<file path="config.mk">
export PLATFORM = sky130hd
export DESIGN_NAME = expression_token_lexer_top_flat
export DESIGN_NICKNAME = d
export VERILOG_FILES = /design/src/rtl/etl_pkg.sv /design/src/rtl/etl_if.sv /design/src/rtl/etl_front.sv /design/src/rtl/etl_fifo.sv /design/src/rtl/etl_back.sv /design/src/rtl/expression_token_lexer_top.sv /design/src/flat_wrapper.sv
export VERILOG_INCLUDE_DIRS = /design/src /design/src/rtl
export SDC_FILE = /design/constraint.sdc
export NUM_CORES = 1
export LEC_CHECK = 0
export BUFFER_PORTS_ARGS = -buffer_cell sky130_fd_sc_hd__buf_2
export CAP_MARGIN = 15
export CORE_UTILIZATION = 35
export CTS_CLUSTER_DIAMETER = 150
export DETAILED_ROUTE_END_ITERATION = 16
export PLACE_DENSITY = 0.47
export REMOVE_ABC_BUFFERS = 1
export SLEW_MARGIN = 15
export SYNTH_ARGS = -nofsm -noshare
export SYNTH_HDL_FRONTEND = slang
export SYNTH_SLANG_ARGS = --single-unit
</file>
<file path="constraint.sdc">
create_clock -name clk -period 8.5 [get_ports clk]
set_input_delay 1.7 -clock clk [delete_from_list [all_inputs] [get_ports clk]]
set_output_delay 1.7 -clock clk [all_outputs]
set_load 0.1 [all_outputs]
</file>
<file path="src/rtl/expression_token_lexer_top_defines.svh">
// Assertion macros for the expression token lexer.
// Each macro expects clk and rst to be visible at the point of use.
`ifndef EXPRESSION_TOKEN_LEXER_TOP_DEFINES_SVH
`define EXPRESSION_TOKEN_LEXER_TOP_DEFINES_SVH

`ifndef NO_ASSERTIONS

// Check a condition at every clock edge outside reset
`define ETL_ASSERT_ALWAYS(name, cond, msg) \
  name: assert property (@(posedge clk) disable iff (rst) (cond)) else $error(msg);

// Check that an antecedent implies a consequent in the same cycle
`define ETL_ASSERT_IMPLY(name, ante, cons, msg) \
  name: assert property (@(posedge clk) disable iff (rst) (ante) |-> (cons)) else $error(msg);

`else

`define ETL_ASSERT_ALWAYS(name, cond, msg)
`define ETL_ASSERT_IMPLY(name, ante, cons, msg)

`endif

`endif

</file>
<file path="src/rtl/etl_pkg.sv">
package etl_pkg;

  // Token kinds as seen on the result channel
  typedef enum logic [4:0] {
    K_IDENT  = 5'd0,
    K_NUMBER = 5'd1,
    K_PLUS   = 5'd2,
    K_MINUS  = 5'd3,
    K_MUL    = 5'd4,
    K_DIV    = 5'd5,
    K_LPAREN = 5'd6,
    K_RPAREN = 5'd7,
    K_QUOTE  = 5'd8,
    K_LBRACE = 5'd9,
    K_RBRACE = 5'd10,
    K_LT     = 5'd11,
    K_LE     = 5'd12,
    K_GT     = 5'd13,
    K_GE     = 5'd14,
    K_NE     = 5'd15,
    K_ASSIGN = 5'd16,
    K_EQ     = 5'd17,
    K_STRING = 5'd18,
    K_OTHER  = 5'd19,
    K_END    = 5'd20
  } kind_e;

  // Character codes
  localparam logic [7:0] CH_NUL    = 8'h00;
  localparam logic [7:0] CH_NL     = 8'h0A;
  localparam logic [7:0] CH_SPACE  = 8'h20;
  localparam logic [7:0] CH_BANG   = 8'h21;
  localparam logic [7:0] CH_QUOTE  = 8'h22;
  localparam logic [7:0] CH_LPAREN = 8'h28;
  localparam logic [7:0] CH_RPAREN = 8'h29;
  localparam logic [7:0] CH_STAR   = 8'h2A;
  localparam logic [7:0] CH_PLUS   = 8'h2B;
  localparam logic [7:0] CH_MINUS  = 8'h2D;
  localparam logic [7:0] CH_SLASH  = 8'h2F;
  localparam logic [7:0] CH_LT     = 8'h3C;
  localparam logic [7:0] CH_EQ     = 8'h3D;
  localparam logic [7:0] CH_GT     = 8'h3E;
  localparam logic [7:0] CH_LBRACE = 8'h7B;
  localparam logic [7:0] CH_RBRACE = 8'h7D;

  // One result item
  typedef struct packed {
    kind_e       kind;
    logic [7:0]  ch;
    logic        cv;
    logic        te;
  } result_t;

  // Work handed from the front to the back: up to two classifications and END
  typedef struct packed {
    logic       a_valid;
    logic [7:0] a_char;
    logic [7:0] a_next;
    logic       b_valid;
    logic [7:0] b_char;
    logic       last;
  } job_t;

  // Outcome of classifying one kept byte
  typedef struct packed {
    logic [1:0] cnt;
    result_t    res0;
    result_t    res1;
    logic       skip_n;
    logic       inq_n;
  } cls_t;

  function automatic result_t mk_char(input kind_e k, input logic [7:0] c, input logic e);
    result_t r;
    r.kind = k;
    r.ch   = c;
    r.cv   = 1'b1;
    r.te   = e;
    return r;
  endfunction

  function automatic result_t mk_empty(input kind_e k);
    result_t r;
    r.kind = k;
    r.ch   = CH_NUL;
    r.cv   = 1'b0;
    r.te   = 1'b1;
    return r;
  endfunction

  function automatic logic is_letter(input logic [7:0] c);
    return (c >= 8'h61 && c <= 8'h7A) || (c >= 8'h41 && c <= 8'h5A);
  endfunction

  function automatic logic is_digit(input logic [7:0] c);
    return c >= 8'h30 && c <= 8'h39;
  endfunction

  // Classify kept byte c against lookahead nx given the current skip and quote state
  function automatic cls_t classify(input logic [7:0] c, input logic [7:0] nx,
                                    input logic skip, input logic inq);
    cls_t  r;
    logic  q;
    logic  pair;
    kind_e k1;
    kind_e k2;
    r        = '0;
    r.inq_n  = inq;
    r.skip_n = 1'b0;
    q        = inq ^ (c == CH_QUOTE);
    pair     = (nx == CH_EQ);
    k1       = K_EQ;
    k2       = K_ASSIGN;
    if (!skip) begin
      r.inq_n = q;
      if (q) begin
        if (c == CH_QUOTE) begin
          r.res0 = mk_char(K_QUOTE, c, 1'b1);
          r.res1 = mk_empty(K_STRING);
          r.cnt  = (nx == CH_QUOTE) ? 2'd2 : 2'd1;
        end else begin
          r.res0 = mk_char(K_STRING, c, nx == CH_QUOTE);
          r.cnt  = 2'd1;
        end
      end else if (is_letter(c)) begin
        r.res0 = mk_char(K_IDENT, c, !is_letter(nx));
        r.cnt  = 2'd1;
      end else if (is_digit(c)) begin
        r.res0 = mk_char(K_NUMBER, c, !is_digit(nx));
        r.cnt  = 2'd1;
      end else begin
        r.cnt  = 2'd1;
        r.res0 = mk_empty(K_OTHER);
        case (c)
          CH_PLUS:   r.res0 = mk_char(K_PLUS, c, 1'b1);
          CH_MINUS:  r.res0 = mk_char(K_MINUS, c, 1'b1);
          CH_STAR:   r.res0 = mk_char(K_MUL, c, 1'b1);
          CH_SLASH:  r.res0 = mk_char(K_DIV, c, 1'b1);
          CH_LPAREN: r.res0 = mk_char(K_LPAREN, c, 1'b1);
          CH_RPAREN: r.res0 = mk_char(K_RPAREN, c, 1'b1);
          CH_QUOTE:  r.res0 = mk_char(K_QUOTE, c, 1'b1);
          CH_LBRACE: r.res0 = mk_char(K_LBRACE, c, 1'b1);
          CH_RBRACE: r.res0 = mk_char(K_RBRACE, c, 1'b1);
          CH_LT, CH_GT, CH_BANG, CH_EQ: begin
            case (c)
              CH_LT:   begin k1 = K_LE; k2 = K_LT;     end
              CH_GT:   begin k1 = K_GE; k2 = K_GT;     end
              CH_BANG: begin k1 = K_NE; k2 = K_OTHER;  end
              default: begin k1 = K_EQ; k2 = K_ASSIGN; end
            endcase
            if (pair) begin
              r.res0   = mk_char(k1, c, 1'b0);
              r.res1   = mk_char(k1, CH_EQ, 1'b1);
              r.cnt    = 2'd2;
              r.skip_n = 1'b1;
            end else begin
              r.res0 = mk_char(k2, c, 1'b1);
            end
          end
          default: r.res0 = mk_empty(K_OTHER);
        endcase
      end
    end
    return r;
  endfunction

endpackage

</file>
<file path="src/rtl/etl_if.sv">
// Source byte channel
interface etl_src_if;
  logic       valid;
  logic       ready;
  logic [7:0] in_char;
  logic       in_last;

  modport source (output valid, output in_char, output in_last, input ready);
  modport sink   (input valid, input in_char, input in_last, output ready);
endinterface

// Token result channel
interface etl_tok_if;
  logic       valid;
  logic       ready;
  logic [4:0] token_kind;
  logic [7:0] text_char;
  logic       char_valid;
  logic       token_end;

  modport source (output valid, output token_kind, output text_char, output char_valid,
                  output token_end, input ready);
  modport sink   (input valid, input token_kind, input text_char, input char_valid,
                  input token_end, output ready);
endinterface

</file>
<file path="src/rtl/etl_front.sv">
module etl_front (
  input  logic          clk,
  input  logic          rst,
  etl_src_if.sink       src,
  input  logic          push_ready,
  output logic          push_valid,
  output etl_pkg::job_t push_data
);
  import etl_pkg::*;

  logic [7:0] pending_char;
  logic       pending_valid;
  logic       filter_in_quotes;

  logic       accept;
  logic       quote_next;
  logic       keep;

  assign src.ready = push_ready;
  assign accept    = src.valid && src.ready;

  // Track quote parity and drop blanks outside strings
  always_comb begin
    quote_next = filter_in_quotes ^ (src.in_char == CH_QUOTE);
    keep       = quote_next || (src.in_char != CH_SPACE && src.in_char != CH_NL);
  end

  // Pair the held byte with its lookahead; on the final byte add the flush and END
  always_comb begin
    push_data.a_valid = keep && pending_valid;
    push_data.a_char  = pending_char;
    push_data.a_next  = src.in_char;
    push_data.b_valid = src.in_last && (keep || pending_valid);
    push_data.b_char  = keep ? src.in_char : pending_char;
    push_data.last    = src.in_last;
    push_valid        = accept && (push_data.a_valid || src.in_last);
  end

  // Advance the held byte; return to the start state after the final byte
  always_ff @(posedge clk) begin
    if (rst) begin
      pending_char     <= CH_NUL;
      pending_valid    <= 1'b0;
      filter_in_quotes <= 1'b0;
    end else if (accept) begin
      if (src.in_last) begin
        pending_char     <= CH_NUL;
        pending_valid    <= 1'b0;
        filter_in_quotes <= 1'b0;
      end else begin
        filter_in_quotes <= quote_next;
        if (keep) begin
          pending_char  <= src.in_char;
          pending_valid <= 1'b1;
        end
      end
    end
  end

endmodule

</file>
<file path="src/rtl/etl_fifo.sv">
module etl_fifo #(
  parameter int Depth = 4
) (
  input  logic          clk,
  input  logic          rst,
  input  logic          push_valid,
  input  etl_pkg::job_t push_data,
  output logic          push_ready,
  input  logic          pop_ready,
  output logic          pop_valid,
  output etl_pkg::job_t pop_data
);
  import etl_pkg::*;

  localparam int AW = (Depth > 1) ? $clog2(Depth) : 1;
  localparam int CW = $clog2(Depth + 1);

  job_t          slots [Depth];
  logic [AW-1:0] wr_ptr;
  logic [AW-1:0] rd_ptr;
  logic [CW-1:0] count;
  logic          do_push;
  logic          do_pop;

  assign push_ready = (count != CW'(Depth));
  assign pop_valid  = (count != '0);
  assign pop_data   = slots[rd_ptr];
  assign do_push    = push_valid && push_ready;
  assign do_pop     = pop_valid && pop_ready;

  // Store entries
  always_ff @(posedge clk) begin
    if (do_push) begin
      slots[wr_ptr] <= push_data;
    end
  end

  // Advance pointers and occupancy
  always_ff @(posedge clk) begin
    if (rst) begin
      wr_ptr <= '0;
      rd_ptr <= '0;
      count  <= '0;
    end else begin
      if (do_push) begin
        wr_ptr <= (wr_ptr == AW'(Depth - 1)) ? '0 : wr_ptr + 1'b1;
      end
      if (do_pop) begin
        rd_ptr <= (rd_ptr == AW'(Depth - 1)) ? '0 : rd_ptr + 1'b1;
      end
      case ({do_push, do_pop})
        2'b10:   count <= count + 1'b1;
        2'b01:   count <= count - 1'b1;
        default: count <= count;
      endcase
    end
  end

endmodule

</file>
<file path="src/rtl/etl_back.sv">
module etl_back (
  input  logic          clk,
  input  logic          rst,
  input  logic          pop_valid,
  input  etl_pkg::job_t pop_data,
  output logic          pop_ready,
  etl_tok_if.source     tok
);
  import etl_pkg::*;

  typedef enum logic [2:0] {
    PH_A   = 3'b001,
    PH_B   = 3'b010,
    PH_END = 3'b100
  } phase_t;

  job_t    cur;
  logic    cur_valid;
  phase_t  phase;
  logic    idx;
  logic    skip_following;
  logic    lexer_in_quotes;
  result_t out_r;
  logic    out_valid;

  cls_t    cls;
  result_t res;
  logic    out_free;
  logic    step;
  logic    emit;
  logic    job_done;
  logic    has_next;
  phase_t  phase_next;
  phase_t  phase_first;
  logic    finish;
  logic    load;

  // Classify the job of the current phase
  always_comb begin
    out_free = !out_valid || tok.ready;
    step     = cur_valid && out_free;
    case (phase)
      PH_A:    cls = classify(cur.a_char, cur.a_next, skip_following, lexer_in_quotes);
      PH_B:    cls = classify(cur.b_char, CH_NUL, skip_following, lexer_in_quotes);
      PH_END: begin
        cls      = '0;
        cls.cnt  = 2'd1;
        cls.res0 = mk_empty(K_END);
      end
      default: cls = '0;
    endcase
    res      = idx ? cls.res1 : cls.res0;
    emit     = step && (cls.cnt > {1'b0, idx});
    job_done = (cls.cnt != 2'd2) || idx;
  end

  // Pick the phase that follows and the first phase of a new entry
  always_comb begin
    has_next   = 1'b0;
    phase_next = PH_END;
    case (phase)
      PH_A: begin
        if (cur.b_valid) begin
          has_next   = 1'b1;
          phase_next = PH_B;
        end else if (cur.last) begin
          has_next   = 1'b1;
          phase_next = PH_END;
        end
      end
      PH_B: begin
        has_next   = 1'b1;
        phase_next = PH_END;
      end
      default: has_next = 1'b0;
    endcase
    finish      = step && job_done && !has_next;
    load        = pop_valid && (!cur_valid || finish);
    phase_first = pop_data.a_valid ? PH_A : (pop_data.b_valid ? PH_B : PH_END);
  end

  assign pop_ready = load;

  // Sequence phases and hold the lexer state
  always_ff @(posedge clk) begin
    if (rst) begin
      cur_valid       <= 1'b0;
      phase           <= PH_A;
      idx             <= 1'b0;
      skip_following  <= 1'b0;
      lexer_in_quotes <= 1'b0;
      out_valid       <= 1'b0;
    end else begin
      if (out_free) begin
        out_valid <= emit;
      end
      if (step) begin
        if (job_done) begin
          skip_following  <= cls.skip_n;
          lexer_in_quotes <= cls.inq_n;
          idx             <= 1'b0;
          if (has_next) begin
            phase <= phase_next;
          end
        end else begin
          idx <= 1'b1;
        end
      end
      if (load) begin
        cur_valid <= 1'b1;
        phase     <= phase_first;
        idx       <= 1'b0;
      end else if (finish) begin
        cur_valid <= 1'b0;
      end
    end
  end

  // Hold payloads
  always_ff @(posedge clk) begin
    if (load) begin
      cur <= pop_data;
    end
    if (emit) begin
      out_r <= res;
    end
  end

  assign tok.valid      = out_valid;
  assign tok.token_kind = out_r.kind;
  assign tok.text_char  = out_r.ch;
  assign tok.char_valid = out_r.cv;
  assign tok.token_end  = out_r.te;

endmodule

</file>
<file path="src/rtl/expression_token_lexer_top.sv">
// A byte's tokens leave after the transfer of the next kept byte (or of the final byte),
//   passing through the job queue, the sequencer and the output register.
// Throughput: one byte per cycle while each byte yields at most one result and the receiver
//   is ready; the back end issues one result per cycle, and a skipped '=' yields no result.
// Reset: synchronous, active high; clears held byte, quote state, queue and output valid.
`include "expression_token_lexer_top_defines.svh"

module expression_token_lexer_top #(
  parameter int QueueDepth = 4
) (
  input  logic      clk,
  input  logic      rst,
  etl_src_if.sink   src,
  etl_tok_if.source tok
);
  import etl_pkg::*;

  logic push_valid;
  logic push_ready;
  job_t push_data;
  logic pop_valid;
  logic pop_ready;
  job_t pop_data;

  etl_front u_front (
    .clk        (clk),
    .rst        (rst),
    .src        (src),
    .push_ready (push_ready),
    .push_valid (push_valid),
    .push_data  (push_data)
  );

  etl_fifo #(
    .Depth (QueueDepth)
  ) u_fifo (
    .clk        (clk),
    .rst        (rst),
    .push_valid (push_valid),
    .push_data  (push_data),
    .push_ready (push_ready),
    .pop_ready  (pop_ready),
    .pop_valid  (pop_valid),
    .pop_data   (pop_data)
  );

  etl_back u_back (
    .clk       (clk),
    .rst       (rst),
    .pop_valid (pop_valid),
    .pop_data  (pop_data),
    .pop_ready (pop_ready),
    .tok       (tok)
  );

  // Checks
  `ETL_ASSERT_IMPLY(a_push_fits, push_valid, push_ready, "push into a full queue")
  `ETL_ASSERT_IMPLY(a_flush_on_last, push_valid && push_data.b_valid, push_data.last, "flush job without final byte")
  `ETL_ASSERT_IMPLY(a_empty_text, tok.valid && !tok.char_valid, tok.text_char == 8'h00 && tok.token_end, "empty token carries text")
  `ETL_ASSERT_IMPLY(a_end_token, tok.valid && tok.token_kind == K_END, !tok.char_valid && tok.token_end, "malformed END token")
  `ETL_ASSERT_ALWAYS(a_pop_has_data, !pop_ready || pop_valid, "pop from an empty queue")

endmodule

</file>
<file path="src/flat_wrapper.sv">
// flat-port wrapper written by rule: the top's interface ports become plain ports
module expression_token_lexer_top_flat import etl_pkg::*;
#(
  parameter int QueueDepth = 4
)
  (clk, rst, src_valid, src_in_char, src_in_last, src_ready, tok_valid, tok_token_kind, tok_text_char, tok_char_valid, tok_token_end, tok_ready);
  etl_src_if src_i ();
  etl_tok_if tok_i ();
  input  logic clk;
  input  logic rst;
  input wire logic [$bits(src_i.valid)-1:0] src_valid;
  input wire logic [$bits(src_i.in_char)-1:0] src_in_char;
  input wire logic [$bits(src_i.in_last)-1:0] src_in_last;
  output wire logic [$bits(src_i.ready)-1:0] src_ready;
  output wire logic [$bits(tok_i.valid)-1:0] tok_valid;
  output wire logic [$bits(tok_i.token_kind)-1:0] tok_token_kind;
  output wire logic [$bits(tok_i.text_char)-1:0] tok_text_char;
  output wire logic [$bits(tok_i.char_valid)-1:0] tok_char_valid;
  output wire logic [$bits(tok_i.token_end)-1:0] tok_token_end;
  input wire logic [$bits(tok_i.ready)-1:0] tok_ready;
  assign src_i.valid = src_valid;
  assign src_i.in_char = src_in_char;
  assign src_i.in_last = src_in_last;
  assign src_ready = src_i.ready;
  assign tok_valid = tok_i.valid;
  assign tok_token_kind = tok_i.token_kind;
  assign tok_text_char = tok_i.text_char;
  assign tok_char_valid = tok_i.char_valid;
  assign tok_token_end = tok_i.token_end;
  assign tok_i.ready = tok_ready;
  expression_token_lexer_top #(.QueueDepth(QueueDepth)) u_core (.clk(clk), .rst(rst), .src(src_i), .tok(tok_i));
endmodule
</file>
==> impl_results.md, run 1 <==
- Status: finished clean
- CP bufs+invs: 0
- Hold Path End: u_core.u_front.pending_valid
- Final Instance Area: 9530 µm²
- Initial antenna violation count: 0
- Drt drc: 0
- Post-synth EDFFs: ~150
- Power per cell area: 342 nW/µm²
- Worst skew pair latency: 440 ps
- Slew headroom: 0.476
- Ant. Diodes: 0
- Hold path start: u_core.u_front.pending_valid
- Post-CTS setup buffers: 0
- Routed Wire Length: 19.6 mm
- Final hold violations: 0
- Final net count: 685
- Setup Skew: 19.7 ps
- Worst Setup Start Kind: flop
- Die span in y: 157 µm
- Finished Layout Cells: between 900 and 1,000
- WL/cell: 19.7 µm
- Worst reg2reg startpoint: u_core.u_back.cur[22]
- Final setup margin: 4440 ps
- Largest net degree at the start of global routing: 28
- Commonest register cell after synthesis: edfxtp_1
- First-pass GRT wire length: 31.0 mm
- Yosys reg bits: 176
- Resized cells post-CTS: 0
- Vias in the first global route: about 5,500
- Reg2Reg Capture Point: u_core.u_fifo.count[2]
- Max Clk Rate: 0.246 GHz
- Share of layout cells above drive strength 1: 0.188
- Post-route ant nets: 0
- # IOs: 30
- GR Overflow Total: 0
- Clock Path Buffers: 2
- Hold Crit Depth: 2
- Area of the die: 24,600 µm²
- CORE AREA: 23,500 µm²
- Tightest Pin Transition: 785 ps
- RSZ-0062 raised after global routing: no
- Final TNS setup: 0 ps
- Endpoints failing setup: 0
- DP Worst Slack: between 4000 and 5000 ps
- Placed instance count: 962
- Post-synthesis sequential area ratio: 0.597
- Sink Count: 176
- Worst vdd ir: 161 µV
- Drt pass-1 iters: 5
- Clock slew at reported path FFs: 70 ps
- Slowest-stage cell, CP: or4b_1
- Initial core utilization: 0.358
- Worst EP arrival: approximately 4400 ps
- Register area: 5020 µm²
- Multi-input logic area: 3180 µm²
- Crit end category: flop
- Commonest non-fill, non-tap cells in the layout: 149 x edfxtp_1, 51 x nor2_1, 32 x o21ai_0
- Mapped cell area: ~8400 µm²
- Crit path max-delay family: simple AND/OR/NAND/NOR gates
- FF-to-FF setup slack: 4440 ps
- Yosys cell types: slightly above 80
- Syn Area/Cell: 13.1 µm²
- Routability congestion estimate: 0.878
- WP data required: 8860 ps
- Max-Cap Viols: 0
- Root buffer cell: clkbuf_16
- P_leak: between 3 and 4 nW
- Area growth syn-to-layout: 13.4%
- CTS tree: yes
- CTS buffer count: 17
- Critical Path Fanout Max: 14
- Synth Warn #: 0
- Pins over their slew limit: 0
- Critical path class: flop to flop
- Row Count: 56
- Syn Inst Count: 640
- Die Width: 157 µm
- CTS H-tree lvls: 4
- Worst path max stage delay: 760 ps
- Vias/cell: 5.54
- HPWL after detailed placement: 13.3 mm
- DR iter-0 viols: 429
- Via count: around 5,500
- Gr usage total: 0.168
- Reg2reg path depth: 10
- Hold buffers post-CTS: 0
- Post-synth ARST share: 0
- Tcrit/Tclk final: 0.478
- HP Class: flop to flop
- Port Buf Inserts: 29
- CP Cell Sequence: or4b_1 -> nor4_2 -> nand2_1 -> a311oi_4 -> nor2_1 -> ha_1 -> fa_1 -> xnor2_1 -> or3_1 -> a21oi_1
- Placed Area: 8890 µm²
- Min Tclk post-route: 4060 ps
- Total chip power: approximately 3.3 mW
- Most common cell after layout, fill and taps aside: edfxtp_1
- Filler cells: 2,208
-- worst register-to-register path, stage by stage (launching register included) --
cell and delay [ps]:
edfxtp_1 560, or4b_1 760, nor4_2 580, nand2_1 300
a311oi_4 420, nor2_1 120, ha_1 230, fa_1 380
xnor2_1 150, or3_1 320, a21oi_1 170
-- layout make-up --
| class | count | share of cell area |
|---|---|---|
| clock buffers | 17 | 0.0446 |
| clock inverters | 15 | 0.0221 |
| inverters | 21 | 0.00827 |
| multi-input cells | 407 | 0.334 |
| flip-flops and latches | 176 | 0.526 |
| well taps | 319 | 0.0419 |
| repair buffers | 39 | 0.0231 |
-- logic make-up after synthesis --
family                     count (synthesis)  synth area share
xor gates and xnor gates                   5           0.00521
DFF                                      176             0.597
muxes                                     38            0.0861
AOI/OAI and AO/OA                        166             0.141
and+or+nand+nor                          187             0.128
buffers and inverters                     57            0.0256
adders and majority gates                 11            0.0170
-- synthesized netlist by cell type (5+ instances only) --
cell / instances / area share
nor2_1: 52 / 0.023
clkbuf_1: 29 / 0.013
inv_1: 20 / 0.0089
ha_1: 9 / 0.013
nor2b_1: 8 / 0.0060
or4_1: 5 / 0.0045
o221ai_1: 5 / 0.0052
buf_1: 6 / 0.0027
nand3_1: 15 / 0.0089
a21oi_1: 31 / 0.018
o211ai_1: 10 / 0.0089
nand2_1: 28 / 0.013
a22oi_1: 13 / 0.012
dfxtp_1: 27 / 0.064
or3_1: 6 / 0.0045
o21ai_0: 32 / 0.019
a21o_1: 9 / 0.0080
mux2i_1: 7 / 0.0083
nor3_1: 8 / 0.0048
and3_1: 5 / 0.0037
nand2b_1: 9 / 0.0067
a211oi_1: 6 / 0.0054
mux4_2: 27 / 0.072
and2_1: 6 / 0.0045
a31oi_1: 9 / 0.0067
edfxtp_1: 149 / 0.53
nand4_1: 8 / 0.0060
-- registers in the layout (all words and copies together), names as in the netlist, named ones only --
register and cells:
u_core.u_fifo.slots 108, u_core.u_back.cur 26, u_core.u_back.tok.text_char 8, u_core.u_front.pending_char 8, u_core.u_back.tok.token_kind 5, u_core.u_back.phase 3
u_core.u_fifo.count 3, u_core.u_fifo.rd_ptr 2, u_core.u_fifo.wr_ptr 2, u_core.u_back.cur_valid 1, u_core.u_back.idx 1, u_core.u_back.lexer_in_quotes 1
u_core.u_back.skip_following 1, u_core.u_back.tok.char_valid 1, u_core.u_back.tok.token_end 1, u_core.u_back.tok.valid 1, u_core.u_front.filter_in_quotes 1, u_core.u_front.pending_valid 1
-- report_power, final --
group	total, mW	internal, mW	switching, mW
Sequential	1.36	1.13	0.224
Clock	0.813	0.430	0.383
Combinational	1.09	0.388	0.700
-- metal layers --
| layer | vias up | wire, µm | GRT usage |
|---|---|---|---|
| li1 | 2594 | - | - |
| met1 | 2732 | 8970 | 0.222 |
| met2 | 156 | 9430 | 0.276 |
| met3 | 29 | 785 | 0.0270 |
| met4 | 0 | 419 | 0.0682 |
| met5 | - | 0 | 0 |
-- metrics by stage --
stage	hold WS [ps]	utilization
6_report	502	0.406
3_5_place_dp	493	0.379
5_1_grt	539	0.406
2_1_floorplan	464	-
3_3_place_gp	494	0.379
4_1_cts	503	0.406
-- worst max path at each step --
stage                          start                              end  slack (ps)  cells past startpoint
2_1_floorplan         src_in_char[0]           u_core.u_fifo.count[2]        3270                     10
3_3_place_gp          src_in_char[0]           u_core.u_fifo.count[2]        4150                     12
3_5_place_dp          src_in_char[0]           u_core.u_fifo.count[2]        4030                     12
4_1_cts        u_core.u_back.cur[22]  u_core.u_back.tok.token_kind[0]        4180                     10
5_1_grt        u_core.u_back.cur[22]           u_core.u_fifo.count[2]        4240                     10
6_report       u_core.u_back.cur[22]           u_core.u_fifo.count[2]        4440                     10
Power figures use the tool's default switching activity.
==> inputs of run 2 (changes only) <==
==> constraint.sdc (replaced) <==
create_clock -name clk -period 4 [get_ports clk]
set_input_delay 0.8 -clock clk [delete_from_list [all_inputs] [get_ports clk]]
set_output_delay 0.8 -clock clk [all_outputs]
set_load 0.1 [all_outputs]
==> run 2 against run 1 <==
Against the previous run:
- via count rose by 1.8%
- clock power grew 99%
- first-iteration DRC count increased by 28%
- register-to-register slack got worse by 4200 ps
- routed wire length rose by 3.1%
- highest routed layer unchanged
==> impl_results.md, run 2 (same netlist as run 1, synthesis figures left out) <==
- Final hold violations: 0
- Post-CTS setup buffers: 0
- RSZ-0062 raised after global routing: no
- CTS buffer count: 17
- Resized cells post-CTS: 0
- Setup Skew: roughly 11 ps
- Area of the die: 24,600 µm²
- Max-Cap Viols: 0
- Share of layout cells above drive strength 1: 0.199
- Critical path class: flop to flop
- Clock Path Buffers: 2
- Fin Hold WS: 502 ps
- Tightest Pin Transition: about 770 ps
- Worst skew pair latency: ~430 ps
- Max FFs per register: approximately 110
- WP data required: 4360 ps
- WL/cell: 20.1 µm
- Via count: around 5,600
- Min Tclk post-route: ~3700 ps
- Total chip power: about 6.9 mW
- First-pass GRT wire length: 32.2 mm
- Worst Setup Start Kind: flop
- Gr usage total: 0.175
- Routed Wire Length: 20.2 mm
- Port Buf Inserts: 29
- Max Clk Rate: 0.269 GHz
- Final setup margin: 282 ps
- Worst EP arrival: around 4100 ps
- GR Overflow Total: 0
- Clock Power Share: 0.234
- Filler cells: roughly 2,200
- HP Class: flop to flop
- Crit end category: flop
- Critical Path Fanout Max: 6
- Cell internal pwr: 4.14 mW
- Final TNS setup: 0 ps
- Largest regs: u_core.u_fifo.slots: 108 flops, u_core.u_back.cur: 26 flops
- Initial antenna violation count: 0
- Worst reg2reg startpoint: u_core.u_back.cur[25]
- Die span in y: 157 µm
- CTS tree: yes
- Ant. Diodes: 0
- Final net count: about 700
- Power per cell area: 724 nW/µm²
- Sw frac: 0.402
- Worst vdd ir: 271 µV
- Critical path startpoint: u_core.u_back.cur[25]
- Clock slew at reported path FFs: 70 ps
- Routability congestion estimate: 0.887
- Vias in the first global route: 5,526
- CTS H-tree lvls: 4
- Largest net degree at the start of global routing: 28
- Vias/cell: 5.57
- Commonest non-fill, non-tap cells in the layout: 149 x edfxtp_1, 52 x nor2_1, 32 x o21ai_0
- Switching power total: 2.79 mW
- Hold path start: u_core.u_front.pending_valid
- Sink Count: roughly 180
- Hold buffers post-CTS: 0
- DR iter-0 viols: 548
- CORE AREA: 23,500 µm²
- Initial core utilization: 0.358
- Endpoints failing setup: 0
- Tcrit/Tclk final: 0.929
- Drt drc: 0
- Drt pass-1 iters: 6
- DP Worst Slack: 290 ps
- Root buffer cell: clkbuf_16
- Post-route ant nets: 0
- P_leak: about 3.2 nW
- Reg with most FFs: u_core.u_fifo.slots
- Pins over their slew limit: 0
- Status: finished clean
- Reg power frac: 0.393
- Most common cell after layout, fill and taps aside: edfxtp_1
- # IOs: 30
- Logic pwr share: 0.373
- Slew headroom: 0.479
- HPWL after detailed placement: 13.8 mm
- Area growth syn-to-layout: 14.0%
- Row Count: 56
- Die Width: 157 µm
-- run 2: worst paths after layout --
kind	end	depth (start not counted)	slack, ps
setup reg to reg	u_core.u_fifo.count[2]	10	280
hold reg to reg	u_core.u_front.pending_valid	2	500
setup / recovery	u_core.u_fifo.count[2]	10	280
hold / removal	u_core.u_front.pending_valid	2	500
-- run 2: metal layers --
layer	part of all wire	wire length [µm]	up-vias	global-route usage
met1	0.46	9260	2811	0.235
met3	0.033	675	32	0.0264
met2	0.49	9820	145	0.286
li1	-	-	2620	-
met5	0	0	-	0
met4	0.022	450	0	0.0686
-- run 2: layout make-up --
type,count,area [µm²],area share
sequential,176,5020,0.524
multi-input combinational,407,3180,0.332
clock buffer,18,429,0.0448
tap,319,399,0.0417
inverter,21,78.8,0.00823
clock inverter,14,166,0.0174
timing repair buffer,51,310,0.0324
-- run 2: power by group through the flow --
stage | Sequential (mW) | Combinational (mW) | Clock [mW]
finish | 2.72 | 2.58 | 1.62
detailed placement | 2.76 | 2.58 | 0
CTS | 2.72 | 2.58 | 1.68
global route | 2.78 | 2.81 | 1.74
floorplan | 3.09 | 1.41 | 0
global placement | 2.74 | 2.58 | 0
-- run 2: critical path, stage by stage (launching register included) --
cell and delay [ps]:
edfxtp_1 480, or4b_1 730, nor4_2 490, nand2_1 280, a311oi_4 390, nor2_1 80, ha_1 220, fa_1 380
xnor2_1 140, or3_1 310, a21oi_1 140
-- run 2: per-stage QoR --
stage          cells  area [µm²]   util
4_1_cts         1006        9580  0.408
6_report        1006        9580  0.408
5_1_grt         1006        9580  0.408
2_1_floorplan    604        8260      -
3_3_place_gp     974        8980  0.383
3_5_place_dp     974        8980  0.383
==> inputs of run 3 (changes only) <==
--- a/config.mk
+++ b/config.mk
@@ -16,4 +16,5 @@
 export SLEW_MARGIN = 15
 export SYNTH_ARGS = -nofsm -noshare
 export SYNTH_HDL_FRONTEND = slang
+export SYNTH_HIERARCHICAL = 1
 export SYNTH_SLANG_ARGS = --single-unit
==> run 3 against run 2 <==
Against the previous run:
- synthesized cell count up 5.8%
- largest cell class unchanged
- first-iteration DRC count down 19%
- critical path depth up 3
- via count up 1.6%
- sequential power about the same
- clock power up 5%
- power down 4.1%
==> impl_results.md, run 3 <==
- Pins over their slew limit: 0
- First-pass GRT wire length: 33.3 mm
- Port Buf Inserts: 29
- Die Width: 159 µm
- Total chip power: 6.65 mW
- Ranking of synthesized cells by area: edfxtp_1 52%, mux4_2 7.0%, dfxtp_1 6.3%
- CTS H-tree lvls: 4
- Routed Wire Length: 20.7 mm
- Commonest non-fill, non-tap cells in the layout: 149 x edfxtp_1, 49 x nor2_1, 46 x nand2_1
- Clock slew at reported path FFs: 80 ps
- Most used cell, CP: inv_1
- Critical Path Fanout Max: 17
- Setup Skew: ~18 ps
- Status: finished clean
- Initial antenna violation count: 0
- Slowest-stage cell, CP: or4b_4
- Final Instance Area: about 9700 µm²
- Final TNS setup: 0 ps
- Die span in y: roughly 160 µm
- Root buffer cell: clkbuf_16
- Reg with most FFs: u_core/u_fifo/slots
- Yosys cell types: just over 90
- Syn Inst Count: between 600 and 700
- Yosys top cell area share: 0.518
- Final hold violations: 0
- Post-synthesis sequential area ratio: 0.580
- Initial core utilization: 0.356
- CTS tree: yes
- DP Worst Slack: 595 ps
- Drt pass-1 iters: 5
- Resized cells post-CTS: 0
- Largest area contributor in the netlist: edfxtp_1
- Finished Core Util: 0.402
- Finished Layout Cells: 1,041
- Post-Synth Simple-Gate Area: 0.157
- Max Clk Rate: 0.288 GHz
- Worst EP arrival: 3820 ps
- Syn Area/Cell: 12.8 µm²
- Post-route ant nets: 0
- Largest family of logic cells by synthesized area: simple AND/OR/NAND/NOR gates
- Tcrit/Tclk final: 0.868
- HP Class: flop to flop
- # IOs: 30
- Post-synth ARST share: 0
- Synth Warn #: 6
- Worst vdd ir: 249 µV
- Largest net degree at the start of global routing: 36
- Endpoints failing setup: 0
- Tightest Pin Transition: 877 ps
- Clock Path Buffers: 2
- Final net count: between 700 and 800
- Mapped cell area: 8640 µm²
- Worst Setup Start Kind: flop
- WP data required: roughly 4400 ps
- Max-Cap Viols: 0
- Vias in the first global route: around 5,700
- Most frequent cell after synthesis: edfxtp_1
- Slew headroom: 0.400
- HPWL after detailed placement: between 10 and 15 mm
- Worst path max stage delay: ~630 ps
- Largest regs: u_core/u_fifo/slots: 108 flops, u_core/u_back/cur: 26 flops
- GR Overflow Total: 0
- CP Cell Sequence: or4b_4 -> a21oi_4 -> o211ai_2 -> a21oi_2 -> nor3_2 -> o31ai_1 -> inv_1 -> ha_1 -> inv_1 -> fa_1 -> xor2_1 -> or3_2 -> a21oi_1
- Sink Count: 176
- Vias/cell: 5.47
- Critical path class: flop to flop
- Routability congestion estimate: 0.871
- Commonest register cell after synthesis: edfxtp_1
- Area of the die: roughly 25,000 µm²
- Crit end category: flop
- Gr usage total: 0.171
- Worst skew pair latency: between 400 and 500 ps
- Hold buffers post-CTS: 0
- Drt drc: 0
- CORE AREA: 24,200 µm²
- Most common cell after layout, fill and taps aside: edfxtp_1
- CTS buffer count: 17
- Placed instance count: 1,009
- Ant. Diodes: 0
- Post-synthesis mux area share: 0.0738
- P_leak: approximately 3.3 nW
- Post-CTS setup buffers: 0
- RSZ-0062 raised after global routing: no
- Area growth syn-to-layout: 12.8%
- Placed Area: a little over 9000 µm²
- Adder-cell share of the synthesized area: 0.0165
- WL/cell: ~20 µm
- Post-synthesis compound-gate area fraction: 0.128
- Yosys reg bits: roughly 180
- Max FFs per register: 108
- Share of layout cells above drive strength 1: 0.211
- Fin Hold WS: 508 ps
- Min Tclk post-route: between 3000 and 4000 ps
- Post-Synth XOR/XNOR Area: 0.00608
- Row Count: 57
- Power per cell area: 682 nW/µm²
- Commonest cells in the netlist: 149 x edfxtp_1, 49 x nor2_1, 46 x nand2_1
- Via count: 5,695
- Post-synth EDFFs: 149
- Final setup margin: 527 ps
- DR iter-0 viols: about 440
run 3: final timing paths:
path	startpoint	end	slack [ps]	cells after the start
worst max-delay path	u_core/u_back/cur[21]	u_core/u_fifo/count[2]	530	13
worst min-delay path	u_core/u_fifo/rd_ptr[0]	flop	510	2
worst max register to register	u_core/u_back/cur[21]	u_core/u_fifo/count[2]	530	13
worst min register to register	u_core/u_fifo/rd_ptr[0]	flop	510	2
run 3: cell type report:
cell class / count / area (µm²)
clock buffer: 18 / 429
clock inverter: 14 / 189
fill: 2313 / 14500
inverter: 19 / 71.3
multi-input combinational: 438 / 3300
sequential: 176 / 5020
tap: 324 / 405
timing repair buffer: 52 / 330
run 3: per-layer routing:
| layer | GRT usage | routed length, µm | vias to the layer above |
|---|---|---|---|
| met3 | 0.0292 | 699 | 26 |
| met2 | 0.283 | 10100 | 138 |
| met5 | 0 | 0 | - |
| li1 | - | - | 2695 |
| met4 | 0.0621 | 469 | 0 |
| met1 | 0.226 | 9500 | 2836 |
run 3: worst max-delay path: cells and delay by family (launching register included):
family | cells | cell delay [ps]
simple gates | 3 | 1110
xor+xnor | 1 | 80
fa+ha+maj | 2 | 410
buf+inv | 2 | 200
compound gates | 5 | 980
flops | 1 | 620
run 3: kinds of logic after synthesis:
logic type               count (synthesis)
adder cells (fa/ha/maj)                 11
XOR/XNOR                                 6
AND/OR/NAND/NOR                        237
buffers and inverters                   63
flip-flops                             176
multiplexers                            30
AO/OA/AOI/OAI                          154
run 3: report_power, final:
part | switching (mW) | total (mW) | internal, mW
Combinational | 1.48 | 2.23 | 0.751
Clock | 0.792 | 1.70 | 0.909
Sequential | 0.319 | 2.72 | 2.40
Total | 2.59 | 6.65 | 4.06
